### config.mk
export PLATFORM = sky130hd
export DESIGN_NAME = yuyv_to_rgba_converter
export DESIGN_NICKNAME = d
export VERILOG_FILES = /design/src/rtl/core/y2r_pkg.sv /design/src/rtl/core/y2r_mul.sv /design/src/rtl/core/y2r_sum.sv /design/src/rtl/core/y2r_clamp.sv /design/src/rtl/core/yuyv_to_rgba_converter.sv
export VERILOG_INCLUDE_DIRS = /design/src /design/src/rtl/core
export SDC_FILE = /design/constraint.sdc
export NUM_CORES = 1
export LEC_CHECK = 0
export BUFFER_PORTS_ARGS = -buffer_cell sky130_fd_sc_hd__clkbuf_2
export CAP_MARGIN = 30
export CELL_PAD_IN_SITES_DETAIL_PLACEMENT = 0
export CELL_PAD_IN_SITES_GLOBAL_PLACEMENT = 1
export CORE_MARGIN = 1
export CORE_UTILIZATION = 35
export CTS_CLUSTER_SIZE = 16
export DETAILED_ROUTE_END_ITERATION = 16
export PLACE_DENSITY_LB_ADDON = 0.1
export RECOVER_POWER = 25
export SETUP_SLACK_MARGIN = 0.02
export SLEW_MARGIN = 25
export SYNTH_ARGS = -nofsm -noshare
export SYNTH_HDL_FRONTEND = slang
export SYNTH_SLANG_ARGS = --single-unit
### constraint.sdc
create_clock -name clk -period 13.7 [get_ports clk]
set_clock_uncertainty 0.1 [all_clocks]
set_input_delay 2.74 -clock clk [delete_from_list [all_inputs] [get_ports clk]]
set_output_delay 2.74 -clock clk [all_outputs]
set_load 0.05 [all_outputs]
### src/rtl/core/assert_macros.svh
// Assertion macros shared by the RTL modules.
`ifndef ASSERT_MACROS_SVH
`define ASSERT_MACROS_SVH

`ifndef ASSERT_OFF

// Property that must hold at every clock edge outside reset.
`define ASSERT_CLK(lbl, clk, rst_n, prop, msg) \
  lbl: assert property (@(posedge clk) disable iff (!rst_n) (prop)) else $error(msg);

// Condition that must never be true outside reset.
`define ASSERT_NEVER(lbl, clk, rst_n, cond, msg) \
  lbl: assert property (@(posedge clk) disable iff (!rst_n) !(cond)) else $error(msg);

`else

`define ASSERT_CLK(lbl, clk, rst_n, prop, msg)
`define ASSERT_NEVER(lbl, clk, rst_n, cond, msg)

`endif

`endif

### src/rtl/core/y2r_pkg.sv
// Types and constants of the YUYV to RGBA converter.
package y2r_pkg;

  typedef logic [7:0]         chan_t;
  typedef logic signed [17:0] prod_t;
  typedef logic signed [19:0] sum_t;

  // BT.601 video-range coefficients, scaled by 256
  localparam prod_t K_LUMA  = 18'sd298;
  localparam prod_t K_CR_R  = 18'sd409;
  localparam prod_t K_CB_G  = 18'sd100;
  localparam prod_t K_CR_G  = 18'sd208;
  localparam prod_t K_CB_B  = 18'sd516;
  localparam sum_t  K_ROUND = 20'sd128;

  localparam logic signed [9:0] LUMA_BASE   = 10'sd16;
  localparam logic signed [8:0] CHROMA_BASE = 9'sd128;
  localparam chan_t             CHAN_MAX    = 8'hFF;

  // Stage 1 result: all constant products
  typedef struct packed {
    prod_t luma_even;
    prod_t luma_odd;
    prod_t cr_r;
    prod_t cb_g;
    prod_t cr_g;
    prod_t cb_b;
    logic  frame_end;
  } y2r_prod_t;

  typedef struct packed {
    sum_t red;
    sum_t green;
    sum_t blue;
  } y2r_rgb_sum_t;

  // Stage 2 result: rounded channel sums, 8 fraction bits
  typedef struct packed {
    y2r_rgb_sum_t even;
    y2r_rgb_sum_t odd;
    logic         frame_end;
  } y2r_sum_t;

  typedef struct packed {
    chan_t red;
    chan_t green;
    chan_t blue;
  } y2r_pix_t;

  // Stage 3 result: saturated pixel pair
  typedef struct packed {
    y2r_pix_t even;
    y2r_pix_t odd;
    logic     frame_end;
  } y2r_pair_t;

endpackage

### src/rtl/core/y2r_mul.sv
// Stage 1: offset removal and constant multiplies.
module y2r_mul
  import y2r_pkg::*;
(
  input  logic      clk,
  input  logic      rst_n,
  input  logic      in_vld,
  output logic      in_rdy,
  input  chan_t     luma_even,
  input  chan_t     chroma_blue,
  input  chan_t     luma_odd,
  input  chan_t     chroma_red,
  input  logic      frame_end,
  output logic      out_vld,
  input  logic      out_rdy,
  output y2r_prod_t out_data
);

  logic              vld_r;
  y2r_prod_t         data_r;
  y2r_prod_t         data_nxt;
  logic signed [9:0] c_even;
  logic signed [9:0] c_odd;
  logic signed [8:0] d_cb;
  logic signed [8:0] e_cr;

  assign in_rdy = !vld_r || out_rdy;

  always_comb begin
    c_even = $signed({2'b00, luma_even}) - LUMA_BASE;
    c_odd  = $signed({2'b00, luma_odd}) - LUMA_BASE;
    d_cb   = $signed({1'b0, chroma_blue}) - CHROMA_BASE;
    e_cr   = $signed({1'b0, chroma_red}) - CHROMA_BASE;

    data_nxt.luma_even = prod_t'(c_even) * K_LUMA;
    data_nxt.luma_odd  = prod_t'(c_odd) * K_LUMA;
    data_nxt.cr_r      = prod_t'(e_cr) * K_CR_R;
    data_nxt.cb_g      = prod_t'(d_cb) * K_CB_G;
    data_nxt.cr_g      = prod_t'(e_cr) * K_CR_G;
    data_nxt.cb_b      = prod_t'(d_cb) * K_CB_B;
    data_nxt.frame_end = frame_end;
  end

  always_ff @(posedge clk) begin
    if (!rst_n) begin
      vld_r <= 1'b0;
    end else if (in_rdy) begin
      vld_r <= in_vld;
    end
  end

  always_ff @(posedge clk) begin
    if (in_rdy && in_vld) begin
      data_r <= data_nxt;
    end
  end

  assign out_vld  = vld_r;
  assign out_data = data_r;

endmodule

### src/rtl/core/y2r_sum.sv
// Stage 2: channel sums with rounding term.
module y2r_sum
  import y2r_pkg::*;
(
  input  logic      clk,
  input  logic      rst_n,
  input  logic      in_vld,
  output logic      in_rdy,
  input  y2r_prod_t in_data,
  output logic      out_vld,
  input  logic      out_rdy,
  output y2r_sum_t  out_data
);

  logic     vld_r;
  y2r_sum_t data_r;
  y2r_sum_t data_nxt;
  sum_t     base_even;
  sum_t     base_odd;
  sum_t     r_add;
  sum_t     g_sub;
  sum_t     b_add;

  assign in_rdy = !vld_r || out_rdy;

  always_comb begin
    base_even = sum_t'(in_data.luma_even) + K_ROUND;
    base_odd  = sum_t'(in_data.luma_odd) + K_ROUND;
    r_add     = sum_t'(in_data.cr_r);
    g_sub     = sum_t'(in_data.cb_g) + sum_t'(in_data.cr_g);
    b_add     = sum_t'(in_data.cb_b);

    data_nxt.even.red   = base_even + r_add;
    data_nxt.even.green = base_even - g_sub;
    data_nxt.even.blue  = base_even + b_add;
    data_nxt.odd.red    = base_odd + r_add;
    data_nxt.odd.green  = base_odd - g_sub;
    data_nxt.odd.blue   = base_odd + b_add;
    data_nxt.frame_end  = in_data.frame_end;
  end

  always_ff @(posedge clk) begin
    if (!rst_n) begin
      vld_r <= 1'b0;
    end else if (in_rdy) begin
      vld_r <= in_vld;
    end
  end

  always_ff @(posedge clk) begin
    if (in_rdy && in_vld) begin
      data_r <= data_nxt;
    end
  end

  assign out_vld  = vld_r;
  assign out_data = data_r;

endmodule

### src/rtl/core/y2r_clamp.sv
// Stage 3: drop fraction bits and saturate to 0..255.
`include "assert_macros.svh"
module y2r_clamp
  import y2r_pkg::*;
(
  input  logic      clk,
  input  logic      rst_n,
  input  logic      in_vld,
  output logic      in_rdy,
  input  y2r_sum_t  in_data,
  output logic      out_vld,
  input  logic      out_rdy,
  output y2r_pair_t out_data
);

  logic      vld_r;
  y2r_pair_t data_r;
  y2r_pair_t data_nxt;

  // negative -> 0, integer part above 255 -> 255
  function automatic chan_t clamp_chan(input sum_t s);
    chan_t res;
    if (s[19]) begin
      res = '0;
    end else if (|s[18:16]) begin
      res = CHAN_MAX;
    end else begin
      res = s[15:8];
    end
    return res;
  endfunction

  assign in_rdy = !vld_r || out_rdy;

  always_comb begin
    data_nxt.even.red   = clamp_chan(in_data.even.red);
    data_nxt.even.green = clamp_chan(in_data.even.green);
    data_nxt.even.blue  = clamp_chan(in_data.even.blue);
    data_nxt.odd.red    = clamp_chan(in_data.odd.red);
    data_nxt.odd.green  = clamp_chan(in_data.odd.green);
    data_nxt.odd.blue   = clamp_chan(in_data.odd.blue);
    data_nxt.frame_end  = in_data.frame_end;
  end

  always_ff @(posedge clk) begin
    if (!rst_n) begin
      vld_r <= 1'b0;
    end else if (in_rdy) begin
      vld_r <= in_vld;
    end
  end

  always_ff @(posedge clk) begin
    if (in_rdy && in_vld) begin
      data_r <= data_nxt;
    end
  end

  assign out_vld  = vld_r;
  assign out_data = data_r;

  `ASSERT_CLK(a_neg_to_zero, clk, rst_n, (in_vld && in_rdy && in_data.even.blue[19]) |=> (out_data.even.blue == 8'h00), "negative blue sum not clamped to zero")
  `ASSERT_CLK(a_high_to_max, clk, rst_n, (in_vld && in_rdy && !in_data.odd.blue[19] && (|in_data.odd.blue[18:16])) |=> (out_data.odd.blue == CHAN_MAX), "blue overflow not saturated")
  `ASSERT_CLK(a_hold_on_stall, clk, rst_n, (vld_r && !out_rdy) |=> (vld_r && $stable(data_r)), "stage 3 lost or changed a held word")

endmodule

### src/rtl/core/yuyv_to_rgba_converter.sv
// Top level: YUYV macropixel to two RGBA pixels, BT.601 integer, 3-stage pipeline.
//
//  channel  | direction | handshake          | payload
//  ---------+-----------+--------------------+---------------------------------------
//  in_      | input     | in_valid/in_stall  | luma_even, chroma_blue, luma_odd,
//           |           |                    | chroma_red, frame_end
//  out_     | output    | out_valid/out_stall| red/green/blue/alpha even and odd,
//           |           |                    | frame_end_out
//
// An accepted input word passes through the three registered stages (multiply,
// sum, clamp) to its output word; one word per cycle sustained while out_stall is low.
// Synchronous active-low reset clears the stage valid bits only; no data state.
// out_stall ripples back through the stages: an empty stage keeps accepting,
// so in_stall rises only when all three stages hold words and out_stall is high.
`include "assert_macros.svh"
module yuyv_to_rgba_converter
  import y2r_pkg::*;
(
  input  logic  clk,
  input  logic  rst_n,

  input  logic  in_valid,
  output logic  in_stall,
  input  chan_t in_luma_even,
  input  chan_t in_chroma_blue,
  input  chan_t in_luma_odd,
  input  chan_t in_chroma_red,
  input  logic  in_frame_end,

  output logic  out_valid,
  input  logic  out_stall,
  output chan_t out_red_even,
  output chan_t out_green_even,
  output chan_t out_blue_even,
  output chan_t out_alpha_even,
  output chan_t out_red_odd,
  output chan_t out_green_odd,
  output chan_t out_blue_odd,
  output chan_t out_alpha_odd,
  output logic  out_frame_end_out
);

  // stage handshake wires
  logic      mul_rdy;
  logic      mul_vld;
  logic      sum_rdy;
  logic      sum_vld;
  logic      clamp_rdy;
  y2r_prod_t prod_data;
  y2r_sum_t  sum_data;
  y2r_pair_t pair_data;

  // Stage 1: products C*298, E*409, D*100, E*208, D*516
  y2r_mul u_mul (
    .clk         (clk),
    .rst_n       (rst_n),
    .in_vld      (in_valid),
    .in_rdy      (mul_rdy),
    .luma_even   (in_luma_even),
    .chroma_blue (in_chroma_blue),
    .luma_odd    (in_luma_odd),
    .chroma_red  (in_chroma_red),
    .frame_end   (in_frame_end),
    .out_vld     (mul_vld),
    .out_rdy     (sum_rdy),
    .out_data    (prod_data)
  );

  // Stage 2: R, G, B sums for both pixels, +128 rounding
  y2r_sum u_sum (
    .clk      (clk),
    .rst_n    (rst_n),
    .in_vld   (mul_vld),
    .in_rdy   (sum_rdy),
    .in_data  (prod_data),
    .out_vld  (sum_vld),
    .out_rdy  (clamp_rdy),
    .out_data (sum_data)
  );

  // Stage 3: >>8 and saturate; its register is the output register
  y2r_clamp u_clamp (
    .clk      (clk),
    .rst_n    (rst_n),
    .in_vld   (sum_vld),
    .in_rdy   (clamp_rdy),
    .in_data  (sum_data),
    .out_vld  (out_valid),
    .out_rdy  (!out_stall),
    .out_data (pair_data)
  );

  assign in_stall = !mul_rdy;

  assign out_red_even      = pair_data.even.red;
  assign out_green_even    = pair_data.even.green;
  assign out_blue_even     = pair_data.even.blue;
  assign out_alpha_even    = CHAN_MAX;
  assign out_red_odd       = pair_data.odd.red;
  assign out_green_odd     = pair_data.odd.green;
  assign out_blue_odd      = pair_data.odd.blue;
  assign out_alpha_odd     = CHAN_MAX;
  assign out_frame_end_out = pair_data.frame_end;

  // input backpressure only when the whole pipe is full and blocked
  `ASSERT_CLK(a_stall_only_full, clk, rst_n, in_stall |-> (out_valid && out_stall && sum_vld && mul_vld), "input stalled while pipeline had room")
  // free-flowing pipe (out_stall low) delivers an accepted word to the output
  `ASSERT_CLK(a_latency, clk, rst_n, (in_valid && !in_stall) ##1 !out_stall ##1 !out_stall |=> out_valid, "accepted word did not reach output")
  // frame marker travels with its word
  `ASSERT_CLK(a_frame_end, clk, rst_n, (in_valid && !in_stall && !out_stall) ##1 !out_stall ##1 !out_stall |=> (out_frame_end_out == $past(in_frame_end, 3)), "frame-end marker misaligned")

endmodule
Word-level counts from Yosys, hierarchy flattened
Index checks and enable logic that the tools add are counted.
{"block": "word_totals", "ff_bits": 271, "latch_bits": 0, "mem_bits_rw": 0, "romBits": 0, "input_bits": 37, "elab_cells": 66, "n_memories": 0}
{"block": "classes", "n_addsub": 13, "mul": 6, "div": 0, "order_cmp": 0, "eq_ne": 0, "shifts": 0, "muxes": 6, "bitwise_logic": 0, "n_reduce_logical": 17}
{"operator": "$add A19 B18 Y20", "count": 4}
{"operator": "$mux W8", "count": 6}
{"operator": "$sub A19 B19 Y20", "count": 2}
{"operator": "$add A18 B9 Y19 const B", "count": 2}
{"operator": "$mul A9 B9 Y17 const B", "count": 2}
{"operator": "$add A17 B18 Y19", "count": 1}
{"operator": "$mul A9 B10 Y18 const B", "count": 1}
{"operator": "$reduce_or A3 Y1", "count": 6}
{"operator": "$sub A8 B5 Y9 const B", "count": 2}
{"operator": "$sub A8 B8 Y9 const B", "count": 2}
{"operator": "$mul A9 B9 Y16 const B", "count": 1}
{"operator": "$mul A9 B6 Y15 const B", "count": 1}
{"operator": "$mul A9 B5 Y14 const B", "count": 1}
{"operator": "$logic_not A1 Y1", "count": 5}
{"operator": "$logic_and A1 B1 Y1", "count": 3}
{"operator": "$logic_or A1 B1 Y1", "count": 3}

Logic depth before layout (Yosys ltp)
Gate-level depths: netlist (run 1).
{"block": "logic_depth", "depth_word": 5, "ltp_mapped": 20}

Cells and area by module
A second synthesis (run 1) with hierarchy kept.
{"block": "unflattened", "cells_unflattened": 1915, "hier_area_um2": 20716.1}
{"mod": "y2r_sum", "n_inst": 1, "cells_per_inst": 966, "area_each_um2": 9862.0}
{"mod": "y2r_mul", "n_inst": 1, "cells_per_inst": 762, "area_each_um2": 8629.5}
{"mod": "y2r_clamp", "n_inst": 1, "cells_per_inst": 168, "area_each_um2": 2093.3}
{"mod": "yuyv_to_rgba_converter", "n_inst": 1, "cells_per_inst": 19, "area_each_um2": 131.4}

Worst setup path before layout (run 1)
No wires, ideal clock.
{"block": "synth_path", "path_kind": "input to register", "from": "in out_stall", "to": "reg u_mul.data_r, in the netlist u_mul.out_data[0], enable pin", "setup_ps": 554, "arrival_time_ps": 7431, "required_time_ps": 13046, "setup_slack_ps": 5615, "path_stages": 3, "n_path_buf": 0, "path_cell_list": "and3_1 > and2_1 > nor2b_1"}
{"block": "synth_via", "elab_chain_cells": 5}
{"item": "start, declared", "line": "yuyv_to_rgba_converter.sv:31", "text": "input logic out_stall,"}
{"item": "$logic_not A1 Y1", "line": "yuyv_to_rgba_converter.sv:89", "text": ".out_rdy (!out_stall),"}
{"item": "$logic_or A1 B1 Y1", "line": "y2r_clamp.sv:33", "text": "assign in_rdy = !vld_r || out_rdy;"}
{"item": "$logic_or A1 B1 Y1", "line": "y2r_sum.sv:24", "text": "assign in_rdy = !vld_r || out_rdy;"}
{"item": "$logic_or A1 B1 Y1", "line": "y2r_mul.sv:27", "text": "assign in_rdy = !vld_r || out_rdy;"}
{"item": "$logic_and A1 B1 Y1", "line": "y2r_mul.sv:53", "text": "if (in_rdy && in_vld) begin"}
{"item": "end signal, assigned", "line": "y2r_mul.sv:54", "text": "data_r <= data_nxt;"}
{"item": "end, declared", "line": "y2r_mul.sv:20", "text": "y2r_prod_t data_r;"}
Every way passes these cells.
A chain may end at the register's enable or synchronous reset.

==> results of run 1 <==
## worst max-delay path: stages
cell and delay, ns:
clkbuf_2 0.09, inv_1 0.14, ha_1 0.20, nor3b_1 0.20, buf_4 0.22, ha_1 0.28, ha_1 0.30, inv_1 0.07
fa_1 0.43, fa_1 0.54, inv_1 0.04, ha_1 0.32, o21ai_0 0.12, a21boi_0 0.15, o21ai_0 0.23, a21boi_0 0.18
o21a_1 0.23, o21a_1 0.19, o311ai_0 0.31
## cell type report
type	count	area share, %
timing repair buffer	95	2.49
inverter	216	4.25
multi-input combinational	1121	50.4
clock inverter	15	0.912
clock buffer	34	3.68
tap	615	4.04
sequential	218	34.2
## sequential cells by signal, indices dropped and copies added (netlist names)
| name | flops |
|---|---|
| u_clamp.out_vld | 1 |
| u_mul.out_data | 93 |
| u_sum.out_data | 73 |
| u_clamp.out_data | 49 |
| u_mul.out_vld | 1 |
| u_sum.out_vld | 1 |
## routing by layer
metal	vias up	wire length (um)
met5	-	0
met4	0	831
met3	46	1060
met2	122	16100
met1	5011	19000
li1	5706	-
## kinds of logic (layout without fill, tap and decap cells)
group	after synthesis	in the layout	share of synthesized area [%]
compound gates	248	248	9.86
xor+xnor	141	141	7.30
fa+ha+maj	360	360	28.7
buf+inv	244	360	5.73
flops	218	218	38.3
mux	4	4	0.257
other cells	1	16	0.0220
simple gates	352	352	9.86
## stage by stage
step | utilization, % | hold slack [ns]
final | 39.8 | 0.321
after global routing | 39.8 | 0.329
after CTS | 39.9 | 0.325
after detailed placement | 38.1 | 0.310
after global placement | 38.1 | 0.306
after floorplan | - | 0.300
## report_power, final
part | internal (uW) | leakage [uW] | switching, uW | total (uW)
Combinational | 993 | 0.00607 | 1430 | 2430
Clock | 422 | 0.000428 | 287 | 709
Sequential | 1110 | 0.00207 | 107 | 1210
## worst max path at each step
stage / depth (start not counted) / from / slack (ns) / end
3_3_place_gp: 19 / in_chroma_red[7] / 6.47 / u_mul.out_data[71]$_DFFE_PP_
3_5_place_dp: 19 / in_chroma_red[7] / 6.33 / u_mul.out_data[71]$_DFFE_PP_
5_1_grt: 19 / in_chroma_red[7] / 6.51 / u_mul.out_data[71]$_DFFE_PP_
4_1_cts: 19 / in_chroma_red[7] / 6.90 / u_mul.out_data[71]$_DFFE_PP_
2_1_floorplan: 3 / out_stall / 5.62 / u_mul.out_data[0]$_DFFE_PP_
6_report: 19 / in_luma_even[4] / 6.96 / u_mul.out_data[107]$_DFFE_PP_
## cells in the final DEF (no fill, tap or decap), drive strengths merged, types with 4 or more instances in the layout
master,netlist,routed
a211oi,5,5
a21boi,10,10
a21o,25,25
a21oi,75,75
a31o,8,8
a31oi,10,10
a41oi,4,4
and2,10,10
and3,11,11
and4,4,4
buf,22,8
clkbuf,6,121
clkinv,0,9
conb,1,16
edfxtp,215,215
fa,51,51
ha,309,309
inv,216,218
nand2,39,39
nand2b,15,15
nand3,27,27
nand4,4,4
nor2,171,171
nor2b,13,13
nor3,27,27
nor3b,6,6
o2111ai,5,5
o21a,19,19
o21ai,38,38
o21bai,16,16
o311ai,5,5
o31a,4,4
o41ai,4,4
or2,6,6
or3,12,12
xnor2,100,100
xor2,41,41
==> metrics.md, run 1 <==
| Metric | Value |
|---|---|
| WHS Endpoint | u_clamp.out_data[0]$_DFFE_PP_ |
| CP arrival | 6.99 ns |
| Cells on worst reg2reg path | 15 |
| Worst R2R Start | u_mul.out_data[56]$_DFFE_PP_ |
| DR vias/cell | 4.70 |
| Slew HR | 34.6% |
| Final worst slack | 6.96 ns |
| Top post-synthesis cells by area | edfxtp_1, ha_1, fa_1 |
| Area of the die | 0.0495 mm2 |
| Top post-synthesis cells by count | ha_1, inv_1, edfxtp_1, nor2_1, xnor2_1 |
| Crit end category | register |
| Ys async rst share | 0% |
| Fin crit share | 49.2% |
| Cts hold-fix bufs | 0 |
| Post-place setup slack | 6.33 ns |
| Detailed-route via count | 10900 |
| Antenna viol nets, final | 0 |
| CTS Sinks | 218 |
| Total grt overflow | 0 |
| Number of max-cap violations | 0 |
| Met3 usage | 2.18% |
| Final layout net count | 2076 |
| Layout cells sized above 1 | 9.01% |
| Top-area cell type share of the netlist area | 37.9% |
| Top_reg_cell synth | edfxtp_1 |
| Setup TNS | 0 ns |
| Post-synth top area cell | edfxtp_1 |
| Avg Inst Size Synth | 10.9 um2 |
| Drt first pass iters | 4 |
| Hold Vio Cnt, Final | 0 |
| Pwr/cell area | 228 mW/mm2 |
| Placed instance count | 2265 |
| WS Path Type | primary input to register |
| Least-Margin Pin Slew | 0.974 ns |
| H-Tree Depth | 1 |
| Setup slack, reg-to-reg | 8.96 ns |
| Final WL | 37000 um |
| Num ports | 104 |
| # fillers | 4729 |
| First-pass GRT wire length | 58900 um |
| Crit path launch type | primary input |
| GRT busiest layer | met2 |
| CORE AREA | 0.0478 mm2 |
| DP Area | 0.0182 mm2 |
| Initial antenna violation count | 0 |
| Clock Tree Root | clkbuf_16 |
| DRC Markers | 0 |
| DP Wirelength | 30400 um |
| Crit path time final | 6.74 ns |
| Num rows | 80 |
| Reg area | 0.00652 mm2 |
| Achievable Freq | 0.148 GHz |
| CTS Buffer Depth | 3 |
| Reg clk slew, reported paths | 0.06 ns |
| Die span in x | 223 um |
| EDFF count, synth | 215 |
| Synth unique cells | 74 |
| Reg2reg end | u_sum.out_data[99]$_DFFE_PP_ |
| GR Util met2 | 23.8% |
| Gate Count Post-Synth | 1568 |
| Part of the Yosys area used for sequential elements | 38.3% |
| DR WL/cell | 16.0 um |
| Pwr Total | 4350 uW |
| GPL Wtd Cong | 0.787 |
| Status | completed |
| WHS Path Cells | 0 |
| Largest net degree at the start of global routing | 74 |
| WP data required | 13.95 ns |
| GRT met1 Usage | 21.9% |
| Maximum fanout along the worst path | 10 |
| Skew-Pair Late Insertion Delay | 0.57 ns |
| Drt first-iter violations | 439 |
| Die height | 223 um |
| Finished Cell Area | 0.0191 mm2 |
| Pleak | 0.00857 uW |
| Setup bufs post-CTS | 0 |
| Ant diodes | 0 |
| Vias in the first global route | 10800 |
| Flops & latches, synth | 218 |
| Hold crit path type | register to register |
| RSZ-0062 raised after global routing | no |
| Non-filler cells, final | 2314 |
| CTS Buf Count | 27 |
| Synthesized cell area | 0.0170 mm2 |
| Initial Util | 35.6% |
| Worst VDD drop | 124 uV |
| Synth warnings | 0 |
| CTS tree | done |
| Area of the multi-input gates | 0.00962 mm2 |
| GRT Util Overall | 15.1% |
| # port buffers | 87 |
| Area Overhead vs Synth | 12.0% |
| Max-slew violations | 0 |
| Endpoints failing setup | 0 |
| Most frequent cell after synthesis | ha_1 |
| Resized cells post-CTS | 0 |
| Critical hold path startpoint | u_sum.out_data[0]$_DFFE_PP_ |
Power figures use the tool's default switching activity.
==> run 2: changes to the inputs <==
clock period = 6.4 ns   (was 13.7 ns; I/O delays follow)
==> metrics.md, run 2 (synthesis results as in run 1) <==
| Metric | Value |
|---|---|
| Status | finished with violations |
| Failing checks | max-capacitance violations, max-slew violations |
| CTS Buf Count | 26 (-3.7%) |
| DR WL/cell | 15.9 um (-0.48%) |
| Setup TNS | 0 ns (unchanged) |
| Crit path time final | 5.28 ns |
| DR vias/cell | 4.73 (+0.53%) |
| WP data required | 6.64 ns (-7.31 ns) |
| Die span in x | 223 um (unchanged) |
| Num ports | 104 (unchanged) |
| Fin crit share | 82.6% |
| Layout cells sized above 1 | 8.66% (-0.34 points) |
| Critical Path Slowest Stage Cell | fa_1 |
| Final WL | 36800 um (-0.56%) |
| Number of max-cap violations | 1 (+1) |
| CTS Buffer Depth | 3 (unchanged) |
| Setup bufs post-CTS | 0 (unchanged) |
| Metal2 WL | 16500 um (+2.7%) |
| CORE AREA | 0.0478 mm2 (unchanged) |
| # port buffers | 87 (unchanged) |
| Least-Margin Pin Slew | 2.56 ns (+1.59 ns) |
| Non-filler cells, final | 2312 (-0.086%) |
| Worst path most repeated cell | ha_1 |
| WHS Path Cells | 0 (unchanged) |
| Achievable Freq | 0.189 GHz |
| Largest net degree at the start of global routing | 74 (unchanged) |
| Drt first pass iters | 5 (+1) |
| Number of flip-flops in the largest register | 93 (unchanged) |
| Initial Util | 35.6% (unchanged) |
| DP Wirelength | 30500 um (+0.33%) |
| Worst R2R Start | u_mul.out_data[56]$_DFFE_PP_ |
| Met3 Routed Length | 1010 um (-5.5%) |
| Reg area | 0.00652 mm2 (unchanged) |
| Resized cells post-CTS | 0 (unchanged) |
| Worst VDD drop | 301 uV (+140%) |
| GRT Util Overall | 14.9% (-0.27 points) |
| Die height | 223 um (unchanged) |
| Clock Tree Root | clkbuf_16 |
| Crit path launch type | primary input |
| Pwr/cell area | 485 mW/mm2 (+110%) |
| Vias in the first global route | 10800 (-0.60%) |
| DRC Markers | 0 (unchanged) |
| Antenna viol nets, final | 0 (unchanged) |
| Max-slew violations | 50 (+50) |
| Area of the die | 0.0495 mm2 (unchanged) |
| Hold crit path type | register to register |
| Max stage delay on crit path | 0.54 ns (about the same) |
| Final design utilization | 39.7% (-0.11 points) |
| Top Layer Used | met4 |
| GPL Wtd Cong | 0.824 (+4.6%) |
| CTS tree | done |
| WHS Endpoint | u_clamp.out_data[0]$_DFFE_PP_ |
| # fillers | 4686 (-0.91%) |
| Setup slack, reg-to-reg | 1.68 ns (-7.28 ns) |
| CTS Sinks | 218 (unchanged) |
| Initial antenna violation count | 0 (unchanged) |
| Commonest non-fill, non-tap cell in the layout | ha_1 |
| Slew HR | -70.8% (-110 points) |
| Maximum fanout along the worst path | 5 (-5) |
| Reg clk slew, reported paths | 0.06 ns (about the same) |
| Detailed-route via count | 10900 (+0.44%) |
| Ant diodes | 0 (unchanged) |
| Placed instance count | 2264 (-0.044%) |
| CP arrival | 5.52 ns (-1.47 ns) |
| Endpoints failing setup | 0 (unchanged) |
| Num rows | 80 (unchanged) |
| Cells on worst reg2reg path | 15 (unchanged) |
| Drt first-iter violations | 415 (-5.5%) |
| Metal1 wirelength | 18700 um (-1.6%) |
| First-pass GRT wire length | 57800 um (-1.8%) |
| Area of the multi-input gates | 0.00962 mm2 (unchanged) |
| Finished Cell Area | 0.0190 mm2 (-0.28%) |
| Total grt overflow | 0 (unchanged) |
| Final layout net count | 2074 (-0.096%) |
| WS Path Type | primary input to register |
| Skew-Pair Late Insertion Delay | 0.54 ns (-0.03 ns) |
| RSZ-0062 raised after global routing | no |
| Area Overhead vs Synth | 11.7% |
| Commonest cells after routing, fill and taps aside | ha_1, inv_1, edfxtp_1 |
| Reg2reg end | u_sum.out_data[99]$_DFFE_PP_ |
| Crit end category | register |
| Crit-path cells | clkbuf_2, inv_1, ha_1, nor3b_1, ha_1, ha_1, inv_1, fa_1, fa_1, inv_1, ha_1, o21ai_0, a21boi_0, o21ai_0, a21oi_1, o21a_1, o21a_1, o311ai_0 |
| Bufs and invs on worst path | 4 (-1) |
| CP delay by family, top | adder cells |
| Cts hold-fix bufs | 0 (unchanged) |
| DP Area | 0.0182 mm2 (about the same) |
| Pleak | 0.00854 uW (-0.37%) |
| Critical hold path startpoint | u_sum.out_data[0]$_DFFE_PP_ |
| Hold Vio Cnt, Final | 0 (unchanged) |
| CP startpoint | in_luma_odd[4] |
| H-Tree Depth | 1 (unchanged) |
==> run 2: cell types whose count changed in the layout (fill, tap and decap cells not counted) <==
| cell | change |
|---|---|
| and2_0 | -2 |
| and2_1 | +2 |
| buf_4 | -2 |
| clkbuf_1 | +1 |
| clkbuf_16 | -1 |
| clkinv_1 | +3 |
| clkinv_2 | -1 |
| clkinv_4 | -1 |
| clkinv_8 | +1 |
| inv_16 | -1 |
| inv_8 | -1 |
| o21ai_0 | -4 |
| o21ai_1 | +4 |
==> run 2: worst max path at each step <==
| stage | cells past startpoint | endpoint |
|---|---|---|
| after detailed placement | 18 | u_mul.out_data[89]$_DFFE_PP_ |
| after global routing | 18 | u_mul.out_data[107]$_DFFE_PP_ |
| after floorplan | 17 | u_mul.out_data[107]$_DFFE_PP_ |
| final | 18 | u_mul.out_data[89]$_DFFE_PP_ |
| after global placement | 18 | u_mul.out_data[107]$_DFFE_PP_ |
| after CTS | 18 | u_mul.out_data[107]$_DFFE_PP_ |
==> run 2: through the flow <==
| step | power [uW] | hold WS [ns] | worst slack (ns) |
|---|---|---|---|
| after global routing | 10000 | 0.329 | 0.744 |
| after global placement | 7860 | 0.311 | 0.653 |
| after floorplan | 6430 | 0.300 | 0.461 |
| final | 9220 | 0.323 | 1.12 |
| after CTS | 9370 | 0.327 | 1.13 |
| after detailed placement | 7850 | 0.312 | 0.556 |
==> run 2: per-layer routing <==
| layer | up-vias | global-route usage [%] |
|---|---|---|
| li1 | 5691 | - |
| met5 | - | 0 |
| met3 | 36 | 1.85 |
| met4 | 0 | 2.69 |
| met2 | 119 | 24.3 |
| met1 | 5087 | 21.1 |
==> run 2: area by class of cell <==
type,instances,area share (%)
clock buffers,33,3.56
clock inverters,15,0.823
inverters,216,4.27
multi-input cells,1121,50.6
flip-flops and latches,218,34.3
well taps,615,4.05
repair buffers,94,2.44
==> run 2: where the power goes <==
group	switching, uW	internal [uW]	leakage, uW	total [uW]
Sequential	225	2370	0.00207	2590
Combinational	3070	2120	0.00607	5190
Clock	570	867	0.000403	1440
Total	3870	5350	0.00854	9220
